$ cat src/hdl/lbq_pkg.sv
package lbq_pkg;

  localparam int ENTRIES = 16;
  localparam int CNT_W   = $clog2(ENTRIES);
  localparam logic [CNT_W-1:0] SWEEP_LAST = CNT_W'(ENTRIES - 2);

  localparam int ID_W     = 16;
  localparam int SIZE_W   = 32;
  localparam int QUOTA_W  = 22;
  localparam int KB_SHIFT = 10;

  localparam logic [1:0] OP_PUSH  = 2'd0;
  localparam logic [1:0] OP_POP   = 2'd1;
  localparam logic [1:0] OP_ERASE = 2'd2;

  localparam logic [2:0] ST_PUSHED  = 3'd0;
  localparam logic [2:0] ST_TOUCHED = 3'd1;
  localparam logic [2:0] ST_EVICTED = 3'd2;
  localparam logic [2:0] ST_REMOVED = 3'd3;
  localparam logic [2:0] ST_REJECT  = 3'd4;
  localparam logic [2:0] ST_MISSING = 3'd5;

  typedef struct packed {
    logic load;
    logic pop;
    logic sweep;
    logic shift_all;
    logic shift_mark;
    logic touch;
    logic append;
  } lbq_ctrl_t;

endpackage

$ cat src/hdl/lbq_cell.sv
module lbq_cell (
  input  logic                          clk,
  input  logic                          rst,
  input  lbq_pkg::lbq_ctrl_t            ctrl,
  input  logic                          is_first,
  input  logic [lbq_pkg::ID_W-1:0]      cmp_id,
  input  logic [lbq_pkg::ID_W-1:0]      new_id,
  input  logic [lbq_pkg::SIZE_W-1:0]    new_size,
  input  logic                          up_valid,
  input  logic [lbq_pkg::ID_W-1:0]      up_id,
  input  logic [lbq_pkg::SIZE_W-1:0]    up_size,
  input  logic                          dn_valid,
  input  logic                          dn_mark,
  input  logic [lbq_pkg::ID_W-1:0]      dn_cid,
  input  logic [lbq_pkg::SIZE_W-1:0]    dn_csz,
  output logic                          valid,
  output logic [lbq_pkg::ID_W-1:0]      id,
  output logic [lbq_pkg::SIZE_W-1:0]    size,
  output logic                          mark,
  output logic [lbq_pkg::ID_W-1:0]      cid,
  output logic [lbq_pkg::SIZE_W-1:0]    csz
);

  logic hit;
  logic top_valid;
  logic keep_top;
  logic take_up;
  logic fill;

  always_comb begin
    hit       = valid & (ctrl.pop ? is_first : (id == cmp_id));
    top_valid = valid & ~up_valid;
    keep_top  = ctrl.touch & mark & top_valid;
    take_up   = ctrl.shift_all | (ctrl.shift_mark & mark) | (ctrl.touch & mark & ~top_valid);
    fill      = ctrl.append & ~valid & dn_valid;
  end

  always_ff @(posedge clk) begin
    if (rst) begin
      valid <= 1'b0;
      mark  <= 1'b0;
    end else begin
      if (take_up) begin
        valid <= up_valid;
      end else if (fill) begin
        valid <= 1'b1;
      end
      if (ctrl.load) begin
        mark <= hit;
      end else if (ctrl.sweep) begin
        mark <= mark | dn_mark;
      end
    end
  end

  // carry of the hit entry ripples one cell up per sweep cycle
  always_ff @(posedge clk) begin
    if (ctrl.load) begin
      cid <= hit ? id : '0;
      csz <= hit ? size : '0;
    end else if (ctrl.sweep) begin
      cid <= cid | dn_cid;
      csz <= csz | dn_csz;
    end
    if (take_up) begin
      id   <= up_id;
      size <= up_size;
    end else if (keep_top) begin
      id   <= cid;
      size <= csz;
    end else if (fill) begin
      id   <= new_id;
      size <= new_size;
    end
  end

endmodule

$ cat src/hdl/lru_byte_quota_cache_order_top.sv
// LRU order list with a byte quota, held in a row of cells (cell 0 least recent).
// Input channel s_*: s_tuser = operation (0 push/touch, 1 pop, 2 erase, 3 dropped),
// s_tdata = item_id, item_size. Output channel m_*: m_tuser = status,
// m_tdata = entry_id, entry_size, bytes_used; m_tlast marks the final result of an item.
// cfg_we/cfg_wdata write the quota in kilobytes; write only while the block is idle.
// Timing: an item is taken only in idle. A push over quota is rejected without a sweep.
// Otherwise the hit flag and hit entry ripple up the cell row one cell per cycle
// during the sweep; then pop, erase and touch give their result. A new push then gives
// one eviction result per cycle while the receiver keeps up, then its own result.
// The next item is taken the cycle after the last result is loaded.
// Reset empties the list, clears bytes in use and the quota. When the receiver stalls
// the result stays in the output register and the sequencer waits with it.
module lru_byte_quota_cache_order_top (
  input  logic                          clk,
  input  logic                          rst,
  input  logic                          cfg_we,
  input  logic [lbq_pkg::QUOTA_W-1:0]   cfg_wdata,
  input  logic                          s_tvalid,
  output logic                          s_tready,
  input  logic [47:0]                   s_tdata,   // item_id[15:0], item_size[47:16]
  input  logic [1:0]                    s_tuser,   // operation[1:0]
  output logic                          m_tvalid,
  input  logic                          m_tready,
  output logic [79:0]                   m_tdata,   // entry_id[15:0], entry_size[47:16],
                                                   // bytes_used[79:48]
  output logic [2:0]                    m_tuser,   // status[2:0]
  output logic                          m_tlast
);

  localparam int N = lbq_pkg::ENTRIES;

  typedef enum logic [5:0] {
    S_IDLE   = 6'b000001,
    S_SWEEP  = 6'b000010,
    S_REMOVE = 6'b000100,
    S_TOUCH  = 6'b001000,
    S_FILL   = 6'b010000,
    S_REPORT = 6'b100000
  } state_t;

  state_t state, state_next;

  logic [lbq_pkg::QUOTA_W-1:0] quota_kb;
  logic [lbq_pkg::SIZE_W-1:0]  quota_bytes;
  logic [1:0]                  op;
  logic [lbq_pkg::ID_W-1:0]    key_id;
  logic [lbq_pkg::SIZE_W-1:0]  key_size;
  logic [lbq_pkg::SIZE_W-1:0]  used_bytes, used_next;
  logic [lbq_pkg::CNT_W-1:0]   sweep_cnt, cnt_next;
  logic [2:0]                  rpt_status, rpt_next;

  logic                        in_acc;
  logic                        out_free;
  logic                        out_load;
  logic                        too_big;
  logic                        over_quota;
  logic                        need_evict;
  logic [2:0]                  st_n;
  logic [lbq_pkg::ID_W-1:0]    eid_n;
  logic [lbq_pkg::SIZE_W-1:0]  esz_n;
  logic                        last_n;

  lbq_pkg::lbq_ctrl_t ctrl;

  logic [N-1:0]               valid_v, mark_v;
  logic [lbq_pkg::ID_W-1:0]   id_v  [N];
  logic [lbq_pkg::SIZE_W-1:0] size_v[N];
  logic [lbq_pkg::ID_W-1:0]   cid_v [N];
  logic [lbq_pkg::SIZE_W-1:0] csz_v [N];

  for (genvar i = 0; i < N; i++) begin : g_cell
    logic                       up_valid, dn_valid, dn_mark;
    logic [lbq_pkg::ID_W-1:0]   up_id, dn_cid;
    logic [lbq_pkg::SIZE_W-1:0] up_size, dn_csz;

    if (i < N - 1) begin : g_up
      assign up_valid = valid_v[i+1];
      assign up_id    = id_v[i+1];
      assign up_size  = size_v[i+1];
    end else begin : g_up_end
      assign up_valid = 1'b0;
      assign up_id    = '0;
      assign up_size  = '0;
    end

    if (i > 0) begin : g_dn
      assign dn_valid = valid_v[i-1];
      assign dn_mark  = mark_v[i-1];
      assign dn_cid   = cid_v[i-1];
      assign dn_csz   = csz_v[i-1];
    end else begin : g_dn_end
      assign dn_valid = 1'b1;
      assign dn_mark  = 1'b0;
      assign dn_cid   = '0;
      assign dn_csz   = '0;
    end

    lbq_cell u_cell (
      .clk      (clk),
      .rst      (rst),
      .ctrl     (ctrl),
      .is_first (i == 0),
      .cmp_id   (s_tdata[15:0]),
      .new_id   (key_id),
      .new_size (key_size),
      .up_valid (up_valid),
      .up_id    (up_id),
      .up_size  (up_size),
      .dn_valid (dn_valid),
      .dn_mark  (dn_mark),
      .dn_cid   (dn_cid),
      .dn_csz   (dn_csz),
      .valid    (valid_v[i]),
      .id       (id_v[i]),
      .size     (size_v[i]),
      .mark     (mark_v[i]),
      .cid      (cid_v[i]),
      .csz      (csz_v[i])
    );
  end

  assign s_tready    = (state == S_IDLE);
  assign in_acc      = s_tvalid & s_tready;
  assign out_free    = ~m_tvalid | m_tready;
  assign quota_bytes = {quota_kb, {lbq_pkg::KB_SHIFT{1'b0}}};
  assign too_big     = s_tdata[47:16] > quota_bytes;
  assign over_quota  = ({1'b0, used_bytes} + {1'b0, key_size}) > {1'b0, quota_bytes};
  assign need_evict  = valid_v[0] & (over_quota | valid_v[N-1]);

  always_comb begin
    ctrl       = '0;
    state_next = state;
    out_load   = 1'b0;
    st_n       = lbq_pkg::ST_PUSHED;
    eid_n      = '0;
    esz_n      = '0;
    last_n     = 1'b1;
    used_next  = used_bytes;
    rpt_next   = rpt_status;
    cnt_next   = sweep_cnt;
    unique case (state)
      S_IDLE: begin
        if (in_acc) begin
          ctrl.load = 1'b1;
          ctrl.pop  = (s_tuser == lbq_pkg::OP_POP);
          cnt_next  = '0;
          if (s_tuser == lbq_pkg::OP_PUSH) begin
            if (too_big) begin
              rpt_next   = lbq_pkg::ST_REJECT;
              state_next = S_REPORT;
            end else begin
              state_next = S_SWEEP;
            end
          end else if (s_tuser == lbq_pkg::OP_POP || s_tuser == lbq_pkg::OP_ERASE) begin
            state_next = S_SWEEP;
          end
        end
      end
      S_SWEEP: begin
        ctrl.sweep = 1'b1;
        cnt_next   = sweep_cnt + 1'b1;
        if (sweep_cnt == lbq_pkg::SWEEP_LAST) begin
          state_next = (op == lbq_pkg::OP_PUSH) ? S_TOUCH : S_REMOVE;
        end
      end
      S_REMOVE: begin
        if (out_free) begin
          out_load   = 1'b1;
          state_next = S_IDLE;
          if (mark_v[N-1]) begin
            ctrl.shift_mark = 1'b1;
            used_next       = used_bytes - csz_v[N-1];
            st_n            = lbq_pkg::ST_REMOVED;
            eid_n           = cid_v[N-1];
            esz_n           = csz_v[N-1];
          end else begin
            st_n = lbq_pkg::ST_MISSING;
          end
        end
      end
      S_TOUCH: begin
        if (!mark_v[N-1]) begin
          state_next = S_FILL;
        end else if (out_free) begin
          ctrl.touch = 1'b1;
          out_load   = 1'b1;
          st_n       = lbq_pkg::ST_TOUCHED;
          state_next = S_IDLE;
        end
      end
      S_FILL: begin
        if (out_free) begin
          out_load = 1'b1;
          if (need_evict) begin
            ctrl.shift_all = 1'b1;
            used_next      = used_bytes - size_v[0];
            st_n           = lbq_pkg::ST_EVICTED;
            eid_n          = id_v[0];
            esz_n          = size_v[0];
            last_n         = 1'b0;
          end else begin
            ctrl.append = 1'b1;
            used_next   = used_bytes + key_size;
            st_n        = lbq_pkg::ST_PUSHED;
            state_next  = S_IDLE;
          end
        end
      end
      S_REPORT: begin
        if (out_free) begin
          out_load   = 1'b1;
          st_n       = rpt_status;
          state_next = S_IDLE;
        end
      end
      default: state_next = S_IDLE;
    endcase
  end

  always_ff @(posedge clk) begin
    if (rst) begin
      state      <= S_IDLE;
      quota_kb   <= '0;
      used_bytes <= '0;
      sweep_cnt  <= '0;
      m_tvalid   <= 1'b0;
    end else begin
      state     <= state_next;
      sweep_cnt <= cnt_next;
      if (cfg_we) begin
        quota_kb <= cfg_wdata;
      end
      if (out_load) begin
        used_bytes <= used_next;
        m_tvalid   <= 1'b1;
      end else if (m_tready) begin
        m_tvalid <= 1'b0;
      end
    end
  end

  always_ff @(posedge clk) begin
    rpt_status <= rpt_next;
    if (in_acc) begin
      op       <= s_tuser;
      key_id   <= s_tdata[15:0];
      key_size <= s_tdata[47:16];
    end
    if (out_load) begin
      m_tuser <= st_n;
      m_tdata <= {used_next, esz_n, eid_n};
      m_tlast <= last_n;
    end
  end

  a_valid_packed: assert property (@(posedge clk) disable iff (rst)
    (((valid_v >> 1) & ~valid_v) == '0))
    else $error("occupied cells not contiguous from cell 0");

  a_empty_no_bytes: assert property (@(posedge clk) disable iff (rst)
    !valid_v[0] |-> (used_bytes == '0))
    else $error("bytes in use with an empty list");

  a_evict_not_last: assert property (@(posedge clk) disable iff (rst)
    m_tvalid |-> ((m_tuser == lbq_pkg::ST_EVICTED) == !m_tlast))
    else $error("last flag disagrees with status");

  a_sweep_length: assert property (@(posedge clk) disable iff (rst)
    (state == S_SWEEP && sweep_cnt != lbq_pkg::SWEEP_LAST) |=> (state == S_SWEEP))
    else $error("sweep ended early");

endmodule

$ cat config.mk
export PLATFORM = sky130hd
export DESIGN_NAME = lru_byte_quota_cache_order_top
export DESIGN_NICKNAME = d
export VERILOG_FILES = /design/src/hdl/lbq_pkg.sv /design/src/hdl/lbq_cell.sv /design/src/hdl/lru_byte_quota_cache_order_top.sv
export SDC_FILE = /design/constraint.sdc
export NUM_CORES = 2
export LEC_CHECK = 0
export ABC_CLOCK_PERIOD_IN_PS = 11100
export BUFFER_PORTS_ARGS = -buffer_cell sky130_fd_sc_hd__clkbuf_2
export CAP_MARGIN = 10
export CORE_MARGIN = 8
export CORE_UTILIZATION = 30
export CTS_CLUSTER_DIAMETER = 80
export DETAILED_ROUTE_END_ITERATION = 16
export SYNTH_ARGS = -nofsm -noshare
export SYNTH_HDL_FRONTEND = slang
export SYNTH_HIERARCHICAL = 1
export SYNTH_SLANG_ARGS = --single-unit
$ cat constraint.sdc
create_clock -name clk -period 11.1 [get_ports clk]
set_clock_uncertainty 0.2 [all_clocks]
set_input_delay 0.555 -clock clk [delete_from_list [all_inputs] [get_ports clk]]
set_output_delay 0.555 -clock clk [all_outputs]
set_load 0.01 [all_outputs]
## Yosys cells after proc, flatten, opt, wreduce, memory -nomap -nowiden

Cells that the tools add are included.

| word-level totals | value |
|---|---|
| bits in registers | 1767 |
| bits of input ports | 77 |

| operators by class | value |
|---|---|
| $add $sub $neg | 5 |
| $lt $le $gt $ge | 2 |
| eq/ne operators | 30 |
| mux-type cells | 314 |
| bitwise logic cells | 239 |
| reductions and logical operators | 43 |

Operators by type and width:

| kind | number |
|---|---|
| 32-bit 2-to-1 mux | 100 |
| 16-bit 2-to-1 mux | 96 |
| 32-bit OR | 15 |
| 16-bit == test | 16 |
| 16-bit OR | 15 |
| 1-bit AND | 128 |
| 32-bit one-hot mux with 2 select lines | 2 |
| 1-bit 2-to-1 mux | 93 |
| 32-bit subtractor | 2 |
| 6-bit 2-to-1 mux | 9 |
| 1-bit OR | 49 |
| 3-bit nonzero test | 15 |
| 2-bit nonzero test | 19 |
| 32-bit by 32-bit adder with 33-bit output | 1 |
| 33-bit by 32-bit greater-than comparator with 1-bit output | 1 |
| 32-bit adder | 1 |
| 32-bit greater-than comparator | 1 |
| 1-bit NOT | 32 |
| 16-bit one-hot mux with 2 select lines | 1 |
| 6-bit one-hot mux with 5 select lines | 1 |
| 3-bit one-hot mux with 4 select lines | 1 |
| 3-bit 2-to-1 mux | 3 |
| 2-bit 2-to-1 mux | 4 |
| 4-bit 2-to-1 mux | 2 |
| 21 further kinds | 26 |

## Logic depth before layout (Yosys ltp)

| logic depth | value |
|---|---|
| word-level depth | 12 |
| mapped depth | 37 |
| gate-level depth less buffers | 35 |

## Hierarchy

The synthesis kept the hierarchy.

By module, submodules not included:

| module | times used | cells an instance | area an instance (um^2) |
|---|---|---|---|
| lbq_cell | 16 | 406 | 5366.4 |
| lru_byte_quota_cache_order_top | 1 | 1583 | 14262.4 |

## Worst setup path before layout

OpenSTA, ideal clock, no wires.

| timing path | value |
|---|---|
| path kind | register to register |
| start point | register key_size[13] (netlist name) |
| end point | register g_cell[0].u_cell/id[0] (netlist name) (enable) |
| library setup time | 467 ps |
| arrival | 7867 ps |
| required time | 10433 ps |
| setup slack | 2566 ps |
| stages on the path, launching flop included | 25 |
| path buffers | 2 |
| cell sequence | edfxtp_1 > ha_1 > o21a_1 > o211a_1 > a221o_1 > a221o_1 > a41oi_1 > o211ai_1 > a31oi_1 > o211ai_1 > a21oi_1 > xnor2_1 > ha_1 > nand3_1 > nor2_1 > a2111oi_0 > nor2_1 > or4_1 > nand2_1 > a21boi_1 > clkbuf_1 > clkbuf_1 > nor2_1 > nand2_1 > o211ai_1 |

RTL lines:

| element | RTL line | source |
|---|---|---|
| from (decl) | lru_byte_quota_cache_order_top.sv:47 | `logic [lbq_pkg::SIZE_W-1:0] key_size;` |
| from (signal assigned) | lru_byte_quota_cache_order_top.sv:247 | `key_size <= s_tdata[47:16];` |
| to (signal assigned) | lbq_cell.sv:66 | `id <= up_id;` |
| to (signal assigned) | lbq_cell.sv:69 | `id <= cid;` |
| to (signal assigned) | lbq_cell.sv:72 | `id <= new_id;` |
| to (decl) | lbq_cell.sv:17 | `output logic [lbq_pkg::ID_W-1:0] id,` |

## Worst setup path in the final report

| timing path | value |
|---|---|
| start point | register key_size[1] (netlist name) |
| end point | register used_bytes[16] (netlist name) |

| on the way | value |
|---|---|
| cells in the longest elaborated chain, start to end | 7 |
| elaborated cells on any way between the ends | 8 |
| those cells by class | 2 x add/sub; 1 x order compare; 3 x mux; 2 x bitwise |

Ends and longest elaborated chain:

| element | RTL line | source |
|---|---|---|
| 32-bit by 32-bit adder with 33-bit output | lru_byte_quota_cache_order_top.sv:127 | `assign over_quota = ({1'b0, used_bytes} + {1'b0, key_size}) > {1'b0, quota_bytes};` |
| 33-bit by 32-bit greater-than comparator with 1-bit output | lru_byte_quota_cache_order_top.sv:127 |  |
| 1-bit OR | lru_byte_quota_cache_order_top.sv:128 | `assign need_evict = valid_v[0] & (over_quota \| valid_v[N-1]);` |
| 1-bit AND | lru_byte_quota_cache_order_top.sv:128 |  |
| 32-bit 2-to-1 mux (*) | lru_byte_quota_cache_order_top.sv:194 | `if (need_evict) begin` |
| 32-bit 2-to-1 mux (*) | lru_byte_quota_cache_order_top.sv:192 | `if (out_free) begin` |
| 32-bit one-hot mux with 2 select lines (*) | lru_byte_quota_cache_order_top.sv:141 | `unique case (state)` |
| named net used_next (one bit) | lru_byte_quota_cache_order_top.sv:48 | `logic [lbq_pkg::SIZE_W-1:0] used_bytes, used_next;` |
| to (signal assigned) | lru_byte_quota_cache_order_top.sv:234 | `used_bytes <= used_next;` |
| to (decl) | lru_byte_quota_cache_order_top.sv:48 |  |

Mark *: on every way through the listed nets, which the timed path passes. The rest lies on a longest branch.
A chain may end at the register's enable or synchronous reset.

==> flow_metrics.py <==
metrics = {
    "logic_synthesis": {
        "ys_ff_latch": 1767,
        "yosysMostFrequentCell": "edfxtp_1",
        "avgSynthCellArea_um2": 12.4,
        "yosysSeqAreaShare_pct": 52.0,
        "synthCells": 8079,
        "netlist_area_mm2": 0.100,
        "yosys_warnings": 6,
        "ys.flop_type": "edfxtp_1",
        "synth_area_leaders": "edfxtp_1, mux2_2, o32ai_2, o32ai_1, nor2_1",
        "yosysTopAreaCell": "edfxtp_1",
        "synth_cell_types": 85,
        "synth-edff-count": 1670,
        "synth_common_cells": "edfxtp_1, mux2_2, nor2_1",
        "synth-async-reset-ratio_pct": 0,
        "synth.top_cell.area_share_pct": 50.1,
    },
    "timing": {
        "slew_violations": 0,
        "finalCritPeriodShare_pct": 91.4,
        "slew_headroom_pct": 10.9,
        "hold_viol": 0,
        "fmax_mhz": 98.6,
        "period_needed_ns": 10.14,
        "tightest_slew_ns": 1.34,
        "fin_setup_tns_ns": 0,
        "finalSetupViolations": 0,
        "rsz0062_at_grt": "false",
    },
    "worst_setup_path": {
        "startpoint_type": "flop",
        "worstReg2RegStart": "key_size[1]",
        "regToRegSetupSlack_ns": 0.96,
        "worstReg2RegEnd": "used_bytes[16]",
        "cp.required_ns": 11.56,
        "cp_max_fo": 63,
        "end_kind": "flop",
        "reg2reg_depth": 35,
        "cp.arrival_ns": 10.60,
        "critPathKind": "reg -> reg",
        "slowest_stage": "edfxtp_1",
        "max_stage_delay_ns": 1.05,
    },
    "floorplanning": {
        "fp.dieW_um": 594,
        "coreArea_mm2": 0.333,
        "num_rows": 212,
        "start_util_pct": 30.1,
        "chipHeight_um": 594,
        "die-area_mm2": 0.352,
        "ioPinCount": 163,
    },
    "detailed_routing": {
        "wl_mm": 352,
        "ant_nets": 0,
        "wl_per_cell_um": 27.3,
        "first_pass_iters": 6,
        "drc_errors": 0,
        "viasPerCell": 5.52,
        "drt_iter0_markers": 7725,
        "dr_total_vias": 71100,
    },
    "global_route": {
        "grt_max_degree": 159,
        "grt_pass1_wl_mm": 507,
        "antenna_found_initial": 20,
        "grt_pass1_vias": 71200,
        "grt_use_total_pct": 18.9,
        "overflow": 0,
    },
    "hold_path": {
        "min_path_type": "in -> reg",
        "min_from": "rst",
        "whs_path_depth": 2,
        "holdPathEnd": "g_cell[12].u_cell/valid",
    },
    "placed_design": {
        "place_hpwl_mm": 225,
        "placedCellCount": 12500,
        "placement.io_buffers": 162,
        "place_congestion": 0.885,
    },
    "power_and_ir_drop": {
        "power_frac_seq_pct": 47.1,
        "max-vdd-ir-drop_v": 0.000158,
        "p_sw_mw": 7.13,
        "switching_share_pct": 32.1,
        "p_clk_share_pct": 29.2,
        "power_mw": 22.2,
        "static-leakage-power_nw": 41.5,
        "internal_power_mw": 15.1,
        "pwr_density_cell_mw_per_mm2": 196,
        "power_frac_comb_pct": 23.7,
    },
    "clock_network": {
        "post_cts_buffers": 0,
        "clk_pin_slew_ns": 0.06,
        "cts_buffer_depth": 4,
        "cts_tree": "built",
        "htreeDepth": 4,
        "cts_buffers": 191,
        "cts-root-buf": "clkbuf_16",
        "holdBufCountCts": 56,
        "clk_latency_ns": 0.89,
        "cts_resized": 0,
        "cts_sinks": 1767,
    },
    "layout": {
        "drive_above_1_share_pct": 28.4,
        "instances_no_fill": 12900,
        "num-nets-final": 8567,
        "area_growth_pct": 13.2,
    },
    "status": {
        "status": "complete, no violations",
    },
    "flow_run": {
        "drv_cap": 0,
    },
}
state kept, by name, summed over array words and instances, names as in the netlist:
name	flops
m_tlast	1
g_cell.u_cell/mark	16
g_cell.u_cell/size	512
g_cell.u_cell/cid	256
op	2
quota_kb	22
g_cell.u_cell/id	256
key_size	32
m_tuser	3
g_cell.u_cell/valid	16
g_cell.u_cell/csz	512
state	6
used_bytes	32
key_id	16
m_tdata	80
sweep_cnt	4
m_tvalid	1
power by group through the flow:
stage               combinational, mW  clock [mW]  sequential (mW)
floorplan                        3.50           0             10.0
global placement                 4.95           0             10.5
detailed placement               5.11           0             10.6
finish                           5.25        6.49             10.5
CTS                              5.16        6.60             10.4
global route                     5.58        6.81             10.6
worst max-delay path, delay by kind of cell (launching register included):
| family | cells | cell delay, ns |
|---|---|---|
| and+or+nand+nor | 7 | 1.31 |
| buffers and inverters | 2 | 0.65 |
| DFF | 1 | 1.05 |
| adders and majority gates | 4 | 1.35 |
| muxes | 1 | 0.10 |
| AOI/OAI and AO/OA | 20 | 5.14 |
| xor gates and xnor gates | 1 | 0.10 |
through the flow:
stage	cell area (um2)	worst slack (ns)	hold slack, ns	utilization, %
after global routing	113000	0.0526	0.0306	34.0
final	113000	0.955	0.0496	34.1
after floorplan	101000	2.57	0.252	-
after CTS	113000	0.949	0.0332	34.0
after global placement	107000	0.975	0.260	32.0
after detailed placement	107000	1.08	0.284	32.0
cells by family (layout without fill, tap and decap cells):
logic type / Yosys count / after routing / synth area share [%]
adder cells (fa/ha/maj): 147 / 147 / 1.86
buffers and inverters: 1367 / 1660 / 5.69
AO/OA/AOI/OAI: 1388 / 1388 / 13.3
multiplexers: 1563 / 1563 / 17.5
flip-flops: 1767 / 1767 / 52.0
XOR/XNOR: 353 / 353 / 3.09
other: 2 / 123 / 0.00750
AND/OR/NAND/NOR: 1492 / 1492 / 6.49
area by class of cell:
cell class / count / area (um2)
diodes: 7 / 17.5
well taps: 4387 / 5490
multi-input cells: 5059 / 43300
clock inverters: 70 / 738
repair buffers: 421 / 2960
flip-flops and latches: 1767 / 52100
clock buffers: 266 / 5350
inverters: 903 / 3400
fillers: 32300 / 220000
cell usage in the layout, fill, tap and decap left out, types with 27 or more instances in the layout:
| master | instances |
|---|---|
| nor2_1 | 991 |
| a211oi_1 | 56 |
| mux2_2 | 1392 |
| nand2b_1 | 48 |
| ha_1 | 144 |
| xor2_1 | 302 |
| clkbuf_16 | 197 |
| inv_1 | 900 |
| mux2i_1 | 27 |
| buf_4 | 199 |
| a21oi_1 | 135 |
| mux2_1 | 144 |
| nand2_1 | 143 |
| o32ai_1 | 448 |
| a21o_1 | 69 |
| xnor2_1 | 51 |
| nor4_1 | 82 |
| clkbuf_2 | 161 |
| o32ai_2 | 320 |
| clkbuf_1 | 53 |
| nand4_1 | 40 |
| nand3_1 | 37 |
| dfxtp_1 | 97 |
| conb_1 | 116 |
| dlygate4sd3_1 | 56 |
| o211ai_1 | 42 |
| edfxtp_1 | 1670 |
| o21ai_0 | 117 |
how the worst max path moves through the flow:
stage	from	to	slack, ns	depth (start not counted)
after floorplan	key_size[13]	g_cell[0].u_cell/id[0]	2.57	24
after detailed placement	key_size[1]	used_bytes[16]	1.08	35
after global placement	key_size[1]	used_bytes[16]	0.97	35
after global routing	key_size[1]	used_bytes[16]	0.05	35
final	key_size[1]	used_bytes[16]	0.96	35
after CTS	key_size[1]	used_bytes[16]	0.95	35
layer usage:
layer  GRT usage [%]  share of wire, %  vias to the layer above
met5               0            0.0074                        -
met4            7.35               4.2                        4
met3            3.30               8.3                      720
met2            30.9                46                     3514
met1            25.0                41                    36000
li1                -                 -                    30800
Power figures use the tool's default switching activity.
